### config.mk
export PLATFORM = sky130hd
export DESIGN_NAME = servo_sync_write_framer_flat
export DESIGN_NICKNAME = d
export VERILOG_FILES = /design/src/rtl/ssw_pkg.sv /design/src/rtl/ssw_if.sv /design/src/rtl/servo_sync_write_framer.sv /design/src/flat_wrapper.sv
export VERILOG_INCLUDE_DIRS = /design/src /design/src/rtl
export SDC_FILE = /design/constraint.sdc
export NUM_CORES = 1
export LEC_CHECK = 0
export ABC_CLOCK_PERIOD_IN_PS = 6200
export BUFFER_PORTS_ARGS = -buffer_cell sky130_fd_sc_hd__buf_4
export CAP_MARGIN = 20
export CORE_MARGIN = 2
export CORE_UTILIZATION = 40
export CTS_BUF_LIST = sky130_fd_sc_hd__clkbuf_8
export CTS_CLUSTER_SIZE = 12
export DETAILED_ROUTE_END_ITERATION = 6
export PLACE_DENSITY_LB_ADDON = 0.25
export SYNTH_ARGS = -nofsm -noshare
export SYNTH_HDL_FRONTEND = slang
export SYNTH_SLANG_ARGS = --single-unit
### constraint.sdc
create_clock -name clk -period 6.2 [get_ports clk]
set_input_delay 1.86 -clock clk [delete_from_list [all_inputs] [get_ports clk]]
set_output_delay 1.86 -clock clk [all_outputs]
set_load 0.02 [all_outputs]
### src/rtl/servo_sync_write_framer_macros.svh
// ---------------------------------------------------------------------------
// Servo sync-write framer assertion macros
// Shared concurrent assertion forms for the framer RTL.
// ---------------------------------------------------------------------------
`ifndef SERVO_SYNC_WRITE_FRAMER_MACROS_SVH
`define SERVO_SYNC_WRITE_FRAMER_MACROS_SVH

// same-cycle implication, disabled while in reset
`define SSW_ASSERT_NOW(label, clk, rst_n, ante, cons, msg) \
    label: assert property (@(posedge clk) disable iff (!rst_n) (ante) |-> (cons)) \
        else $error(msg);

// next-cycle implication, disabled while in reset
`define SSW_ASSERT_NEXT(label, clk, rst_n, ante, cons, msg) \
    label: assert property (@(posedge clk) disable iff (!rst_n) (ante) |=> (cons)) \
        else $error(msg);

`endif

### src/rtl/ssw_pkg.sv
// ---------------------------------------------------------------------------
// Servo sync-write framer package
// Packet geometry, fixed packet bytes and register codes.
// ---------------------------------------------------------------------------
package ssw_pkg;

    localparam int NUM_SERVOS = 2;
    localparam int PKT_LEN    = 8 + 3 * NUM_SERVOS;
    localparam int IDX_W      = $clog2(PKT_LEN);
    localparam int SERVO_W    = $clog2(NUM_SERVOS + 1);
    localparam int PADDR_W    = 4;

    localparam logic [7:0] SYNC_BYTE = 8'hFF;
    localparam logic [7:0] BCAST_ID  = 8'hFE;
    localparam logic [7:0] LEN_BYTE  = 8'(4 + 3 * NUM_SERVOS);
    localparam logic [7:0] DATA_LEN  = 8'd2;

    localparam logic [7:0] RST_OPCODE   = 8'd131;
    localparam logic [7:0] RST_POS_ADDR = 8'd30;
    localparam logic [7:0] RST_SPD_ADDR = 8'd32;

    // byte positions within the packet
    localparam logic [IDX_W-1:0] POS_BCAST  = IDX_W'(2);
    localparam logic [IDX_W-1:0] POS_LEN    = IDX_W'(3);
    localparam logic [IDX_W-1:0] POS_OPCODE = IDX_W'(4);
    localparam logic [IDX_W-1:0] POS_ADDR   = IDX_W'(5);
    localparam logic [IDX_W-1:0] POS_DLEN   = IDX_W'(6);
    localparam logic [IDX_W-1:0] POS_CSUM   = IDX_W'(PKT_LEN - 1);

    typedef enum logic [1:0] {
        REG_OPCODE   = 2'd0,
        REG_POS_ADDR = 2'd1,
        REG_SPD_ADDR = 2'd2
    } cfg_reg_t;

    typedef enum logic [1:0] {
        PH_ID = 2'd0,
        PH_LO = 2'd1,
        PH_HI = 2'd2
    } phase_t;

    localparam logic CMD_SPEED = 1'b1;

endpackage

### src/rtl/ssw_if.sv
// ---------------------------------------------------------------------------
// Servo sync-write framer channels
// Command channel and packet byte channel, valid/ready handshake.
// ---------------------------------------------------------------------------
interface ssw_cmd_if;
    logic        valid;
    logic        ready;
    logic        cmd;
    logic [15:0] first_value;
    logic [15:0] second_value;

    modport source (output valid, cmd, first_value, second_value, input ready);
    modport sink   (input valid, cmd, first_value, second_value, output ready);
endinterface

interface ssw_byte_if;
    logic       valid;
    logic       ready;
    logic [7:0] tx_byte;
    logic       last_byte;

    modport source (output valid, tx_byte, last_byte, input ready);
    modport sink   (input valid, tx_byte, last_byte, output ready);
endinterface

### src/rtl/servo_sync_write_framer.sv
// ---------------------------------------------------------------------------
// Servo sync-write framer
// Turns one position or speed command into a broadcast sync-write packet,
// one byte per beat, with the checksum byte flagged as last.
// ---------------------------------------------------------------------------
//  channel   dir  payload                               beats
//  command   in   cmd, first_value, second_value       1 per packet
//  packet    out  tx_byte, last_byte                   8 + 3*NUM_SERVOS
//  apb       in   opcode, position / speed addresses   config
//
// A packet is 8 + 3*NUM_SERVOS bytes (14 by default), one byte per cycle
// while not stalled, paced by the byte counter feeding the output register.
// The next command is taken in the cycle the checksum byte loads, so packets
// run back to back. Output stalls hold the byte counter and the output beat.
// Reset clears the counter, the busy flag and the output valid; registers
// return to opcode 131, position address 30, speed address 32.
// ---------------------------------------------------------------------------
module servo_sync_write_framer (
    input  logic                       clk,
    input  logic                       rst_n,
    ssw_cmd_if.sink                    command,
    ssw_byte_if.source                 packet,
    input  logic                       psel,
    input  logic                       penable,
    input  logic                       pwrite,
    input  logic [ssw_pkg::PADDR_W-1:0] paddr,
    input  logic [31:0]                pwdata,
    output logic [31:0]                prdata,
    output logic                       pready
);
    import ssw_pkg::*;

    logic [7:0]         opcode_reg;
    logic [7:0]         pos_addr_reg;
    logic [7:0]         spd_addr_reg;

    logic               sending_reg;
    logic [IDX_W-1:0]   idx_reg;
    phase_t             phase_reg;
    logic [SERVO_W-1:0] servo_reg;
    logic [7:0]         sum_reg;
    logic [15:0]        held_first_reg;
    logic [15:0]        held_second_reg;
    logic [7:0]         held_addr_reg;

    logic               out_valid_reg;
    logic [7:0]         out_byte_reg;
    logic               out_last_reg;

    logic               cfg_write;
    cfg_reg_t           cfg_sel;
    logic               advance;
    logic               is_last;
    logic               cmd_fire;
    logic               summed;
    logic [7:0]         byte_next;
    logic [15:0]        servo_value;

    // -----------------------------------------------------------------------
    // configuration port
    // -----------------------------------------------------------------------
    assign pready    = 1'b1;
    assign cfg_write = psel & penable & pwrite & pready;
    assign cfg_sel   = cfg_reg_t'(paddr[3:2]);

    always_ff @(posedge clk or negedge rst_n)
    begin
        if (!rst_n)
        begin
            opcode_reg   <= RST_OPCODE;
            pos_addr_reg <= RST_POS_ADDR;
            spd_addr_reg <= RST_SPD_ADDR;
        end
        else if (cfg_write)
        begin
            case (cfg_sel)
                REG_OPCODE:   opcode_reg   <= pwdata[7:0];
                REG_POS_ADDR: pos_addr_reg <= pwdata[7:0];
                REG_SPD_ADDR: spd_addr_reg <= pwdata[7:0];
                default:      ;
            endcase
        end
    end

    always_comb
    begin
        case (cfg_sel)
            REG_OPCODE:   prdata = {24'd0, opcode_reg};
            REG_POS_ADDR: prdata = {24'd0, pos_addr_reg};
            REG_SPD_ADDR: prdata = {24'd0, spd_addr_reg};
            default:      prdata = 32'd0;
        endcase
    end

    // -----------------------------------------------------------------------
    // handshake
    // -----------------------------------------------------------------------
    assign advance       = sending_reg & (~out_valid_reg | packet.ready);
    assign is_last       = (idx_reg == POS_CSUM);
    assign command.ready = ~sending_reg | (advance & is_last);
    assign cmd_fire      = command.valid & command.ready;

    // -----------------------------------------------------------------------
    // byte select
    // -----------------------------------------------------------------------
    assign servo_value = (servo_reg == SERVO_W'(1)) ? held_first_reg : held_second_reg;

    always_comb
    begin
        summed = 1'b1;
        if (idx_reg < POS_BCAST)
        begin
            byte_next = SYNC_BYTE;
            summed    = 1'b0;
        end
        else if (idx_reg == POS_BCAST)
            byte_next = BCAST_ID;
        else if (idx_reg == POS_LEN)
            byte_next = LEN_BYTE;
        else if (idx_reg == POS_OPCODE)
            byte_next = opcode_reg;
        else if (idx_reg == POS_ADDR)
            byte_next = held_addr_reg;
        else if (idx_reg == POS_DLEN)
            byte_next = DATA_LEN;
        else if (is_last)
        begin
            byte_next = SYNC_BYTE - sum_reg;
            summed    = 1'b0;
        end
        else
        begin
            case (phase_reg)
                PH_ID:   byte_next = 8'(servo_reg);
                PH_LO:   byte_next = servo_value[7:0];
                PH_HI:   byte_next = servo_value[15:8];
                default: byte_next = 8'd0;
            endcase
        end
    end

    // -----------------------------------------------------------------------
    // packet sequencer
    // -----------------------------------------------------------------------
    always_ff @(posedge clk or negedge rst_n)
    begin
        if (!rst_n)
        begin
            sending_reg <= 1'b0;
            idx_reg     <= '0;
            phase_reg   <= PH_ID;
            servo_reg   <= SERVO_W'(1);
            sum_reg     <= 8'd0;
        end
        else if (cmd_fire)
        begin
            sending_reg <= 1'b1;
            idx_reg     <= '0;
            phase_reg   <= PH_ID;
            servo_reg   <= SERVO_W'(1);
            sum_reg     <= 8'd0;
        end
        else if (advance)
        begin
            if (is_last)
                sending_reg <= 1'b0;
            idx_reg <= IDX_W'(idx_reg + 1'b1);
            if (summed)
                sum_reg <= 8'(sum_reg + byte_next);
            // step through id / low / high once the header is out
            if (idx_reg > POS_DLEN && !is_last)
            begin
                case (phase_reg)
                    PH_ID:   phase_reg <= PH_LO;
                    PH_LO:   phase_reg <= PH_HI;
                    PH_HI:
                    begin
                        phase_reg <= PH_ID;
                        servo_reg <= SERVO_W'(servo_reg + 1'b1);
                    end
                    default: phase_reg <= PH_ID;
                endcase
            end
        end
    end

    // capture the command payload
    always_ff @(posedge clk)
    begin
        if (cmd_fire)
        begin
            held_first_reg <= command.first_value;
            if (command.cmd == CMD_SPEED)
            begin
                held_second_reg <= {1'b0, command.first_value[15:1]};
                held_addr_reg   <= spd_addr_reg;
            end
            else
            begin
                held_second_reg <= command.second_value;
                held_addr_reg   <= pos_addr_reg;
            end
        end
    end

    // -----------------------------------------------------------------------
    // output register
    // -----------------------------------------------------------------------
    always_ff @(posedge clk or negedge rst_n)
    begin
        if (!rst_n)
            out_valid_reg <= 1'b0;
        else if (advance)
            out_valid_reg <= 1'b1;
        else if (packet.ready)
            out_valid_reg <= 1'b0;
    end

    always_ff @(posedge clk)
    begin
        if (advance)
        begin
            out_byte_reg <= byte_next;
            out_last_reg <= is_last;
        end
    end

    assign packet.valid     = out_valid_reg;
    assign packet.tx_byte   = out_byte_reg;
    assign packet.last_byte = out_last_reg;

    // -----------------------------------------------------------------------
    // assertions
    // -----------------------------------------------------------------------
`include "servo_sync_write_framer_macros.svh"

    `SSW_ASSERT_NEXT(a_start_clean, clk, rst_n, cmd_fire, sending_reg && idx_reg == '0 && sum_reg == 8'd0, "packet did not restart at byte zero")
    `SSW_ASSERT_NOW(a_ready_busy, clk, rst_n, command.ready && sending_reg, advance && is_last, "command taken before the checksum byte loaded")
    `SSW_ASSERT_NEXT(a_last_flag, clk, rst_n, advance && is_last, out_valid_reg && out_last_reg, "checksum byte not flagged as last")
    `SSW_ASSERT_NOW(a_idx_range, clk, rst_n, sending_reg, idx_reg <= POS_CSUM, "byte counter ran past the packet")

endmodule

### src/flat_wrapper.sv
// flat-port wrapper written by rule: the top's interface ports become plain ports
module servo_sync_write_framer_flat import ssw_pkg::*;
  (clk, rst_n, psel, penable, pwrite, paddr, pwdata, prdata, pready, command_valid, command_cmd, command_first_value, command_second_value, command_ready, packet_valid, packet_tx_byte, packet_last_byte, packet_ready);
  ssw_cmd_if command_i ();
  ssw_byte_if packet_i ();
  input  logic clk;
  input  logic rst_n;
  input  logic psel;
  input  logic penable;
  input  logic pwrite;
  input  logic [ssw_pkg::PADDR_W-1:0] paddr;
  input  logic [31:0] pwdata;
  output logic [31:0] prdata;
  output logic pready;
  input wire logic [$bits(command_i.valid)-1:0] command_valid;
  input wire logic [$bits(command_i.cmd)-1:0] command_cmd;
  input wire logic [$bits(command_i.first_value)-1:0] command_first_value;
  input wire logic [$bits(command_i.second_value)-1:0] command_second_value;
  output wire logic [$bits(command_i.ready)-1:0] command_ready;
  output wire logic [$bits(packet_i.valid)-1:0] packet_valid;
  output wire logic [$bits(packet_i.tx_byte)-1:0] packet_tx_byte;
  output wire logic [$bits(packet_i.last_byte)-1:0] packet_last_byte;
  input wire logic [$bits(packet_i.ready)-1:0] packet_ready;
  assign command_i.valid = command_valid;
  assign command_i.cmd = command_cmd;
  assign command_i.first_value = command_first_value;
  assign command_i.second_value = command_second_value;
  assign command_ready = command_i.ready;
  assign packet_valid = packet_i.valid;
  assign packet_tx_byte = packet_i.tx_byte;
  assign packet_last_byte = packet_i.last_byte;
  assign packet_i.ready = packet_ready;
  servo_sync_write_framer u_core (.clk(clk), .rst_n(rst_n), .command(command_i), .packet(packet_i), .psel(psel), .penable(penable), .pwrite(pwrite), .paddr(paddr), .pwdata(pwdata), .prdata(prdata), .pready(pready));
endmodule
==> key figures <==
Status
  • Outcome: finished clean

Timing
  • Setup TNS: 0 ps
  • Relative slew slack: 0.356
  • Clock Skew: around 9.5 ps
  • Worst slew pin tran: about 960 ps
  • Final hold violations: 0
  • Fmax: just over 200 MHz
  • Fin crit period: just under 5000 ps
  • Final setup fails: 0
  • Unrepaired setup endpoints after global routing: no
  • Count of final max-slew check failures: 0
  • Fin crit share: 0.785

Hold path
  • Hold path start: u_core.sending_reg$_DFFE_PN0P_
  • Tightest Hold Check Type: reg2reg
  • Sink of the worst hold path: u_core.packet.valid$_DFFE_PN0P_
  • Hold path depth: 1

Setup path
  • FF-to-FF setup slack: 2180 ps
  • Worst reg2reg path depth: 16
  • Crit Path Max Fanout: 12
  • Crit path DAT: approximately 3000 ps
  • Worst r2r dst: u_core.sum_reg[6]$_DFFE_PN0P_
  • Crit. End Element: output port
  • Setup CP Type: in2out
  • RR Startpoint: u_core.servo_reg[0]$_DFFE_PN1P_
  • Crit path required time: roughly 4300 ps
  • Crit start category: input pin

Pwr
  • Power Density: between 400 and 500 nW/um^2
  • Switching part of the total: 0.404
  • Clock network fraction of total power: 0.139
  • Comb power frac: 0.492
  • VDD IR-drop max: 0.148 mV
  • Tot Pwr: between 2 and 3 mW
  • Seq pwr share: 0.369
  • Leakage: 2.31 nW
  • Psw: slightly above 1 mW
  • Cell Int Power: 1.53 mW

CTS
  • Clk_lat worst skew: roughly 370 ps
  • CTS root buffer: clkbuf_8
  • Post-CTS setup buffer count: 0
  • Hold_buf cts: 0
  • # H-tree levels: 3
  • CTS Sinks: 91
  • Post-cts gate resize count: 0
  • CTS Buf Count: 9
  • CTS Buffer Depth: 2
  • CTS tree: built
  • Register clock-pin slew on the reported worst setup and hold paths: ~90 ps

Die
  • Height of the die: 114 microns
  • Core area: approximately 12000 sq um
  • Die Wd: between 100 and 150 microns
  • Die area: about 13000 sq um
  • Row count: 40
  • Initial core utilization: 0.406
  • Ports: 120

Synthesis
  • Number of synthesized flops with an enable pin: 49
  • Synth unique cells: 53
  • Synth area leader: edfxtp_1
  • Mapped Area: between 4000 and 5000 sq um
  • Sequential fraction of the synthesis area: 0.524
  • Gate Count Post-Synth: 405
  • Largest cells by area after synthesis: edfxtp_1 (30%), dfrtp_1 (17%), mux2_2 (11%)
  • Area share of the largest cell type after synthesis: 0.304
  • Yosys warnings: 0
  • FF+latch count, synth: 91
  • Synth Flop Type: edfxtp_1
  • Syn Area/Cell: between 10 and 15 sq um
  • FFs w/ async S/R, synth: 0.462

Detailed routing
  • Via density: around 5.2
  • Residual DRC count: 0
  • Drt wl/cell: 16.4 microns
  • Post-DRT Antenna Nets: 0
  • DRT Pass-1 Iters: 4
  • Drt total wl: 10100 microns
  • Via count: roughly 3200
  • 1st-iter DRT viols: ~150

Layout
  • Nets@finish: 556
  • Area delta synth->final: 14.2%
  • Most frequent cells in the layout: buf_4 (68), edfxtp_1 (49), mux2_2 (48)
  • Filler cells: 1092
  • Commonest non-fill, non-tap cell in the layout: buf_4
  • Antenna cells: 0
  • Share of cells above drive strength 1: 0.322
  • Fin cells: 619

Global route
  • GR Util met1: 0.229
  • Largest net degree at the start of global routing: between 40 and 50
  • Number of global-route vias before repair: approximately 3200
  • First-pass GRT wire length: ~17000 microns
  • Total GRT Usage: 0.166
  • Top Usage Layer GRT: met2
  • M3 GR Usage: 0.0228
  • Initial antenna violation count: 0
  • Met2 Track Usage GR: 0.259
  • GRT overflow: 0

Place
  • Placed cells: roughly 600
  • GPL Wtd Cong: around 0.84
  • DP HPWL: 7310 microns
  • Port buffer count: 68

Job
  • Max Cap Violations: 0
==> cells in the mapped netlist (all sizes together), types with 2 or more instances <==
master  instances
a211o           2
a211oi          7
a21o            3
a21oi           9
a221oi          6
a22o            3
a22oi           4
and2            2
and3            2
buf            33
clkbuf          7
conb            2
dfrtp          33
dfstp           9
edfxtp         49
ha             12
inv            10
mux2           48
mux2i          24
nand2          29
nand2b          7
nand3           3
nand3b          2
nor2           23
nor2b           7
nor3            3
o21a            5
o21ai          32
o22ai           8
o31ai           2
xnor2           3
xor2            4
==> layer usage <==
metal / share of wire / vias to the layer above / routed length [microns]
met1: 0.47 / 1549 / 4710
met2: 0.46 / 90 / 4710
met3: 0.047 / 15 / 477
li1: - / 1564 / -
met5: 0 / - / 0
met4: 0.023 / 0 / 233
==> kinds of logic after synthesis <==
family	Yosys count	synth area share
AO/OA/AOI/OAI	88	0.117
XOR/XNOR	7	0.0127
adder cells (fa/ha/maj)	13	0.0352
buffers and inverters	50	0.0621
flip-flops	91	0.524
multiplexers	72	0.161
other	2	0.00155
AND/OR/NAND/NOR	82	0.0857
==> worst max-delay path, cell delays in order <==
cell and delay [ps]:
buf_4 180, nor2b_1 540, nand2_1 100, o21ai_0 130, buf_4 190
==> through the flow <==
| step | utilization | setup WS, ps | hold WS (ps) | area [sq um] |
|---|---|---|---|---|
| after detailed placement | 0.449 | 1340 | 471 | 5350 |
| final | 0.463 | 1330 | 485 | 5520 |
| after global placement | 0.449 | 1310 | 458 | 5350 |
| after global routing | 0.463 | 1170 | 523 | 5520 |
| after floorplan | - | 1670 | 447 | 4920 |
| after CTS | 0.463 | 1330 | 491 | 5520 |
==> layout make-up <==
class | count | area (sq um) | area share
Multi-Input combinational cell | 287 | 2090 | 0.378
Clock inverter | 7 | 42.5 | 0.00771
Sequential cell | 91 | 2530 | 0.459
Clock buffer | 9 | 124 | 0.0224
Timing Repair Buffer | 68 | 510 | 0.0925
Tap cell | 147 | 184 | 0.0333
Inverter | 10 | 37.5 | 0.00680
==> power by group through the flow <==
stage	clock network (mW)	logic (mW)	registers, mW
floorplan	0	0.957	0.936
global placement	0	1.23	0.954
detailed placement	0	1.26	0.959
CTS	0.366	1.27	0.948
global route	0.393	1.40	0.975
finish	0.355	1.26	0.947
==> how the worst max path moves through the flow <==
| stage | depth (start not counted) | startpoint | to | slack [ps] |
|---|---|---|---|---|
| detailed placement | 5 | paddr[3] | prdata[5] | 1340 |
| global placement | 5 | paddr[2] | prdata[5] | 1310 |
| CTS | 5 | paddr[2] | prdata[5] | 1330 |
| finish | 5 | paddr[2] | prdata[5] | 1330 |
| global route | 5 | paddr[3] | prdata[2] | 1170 |
| floorplan | 3 | paddr[2] | prdata[0] | 1670 |
(Power assumes the default switching activity.)
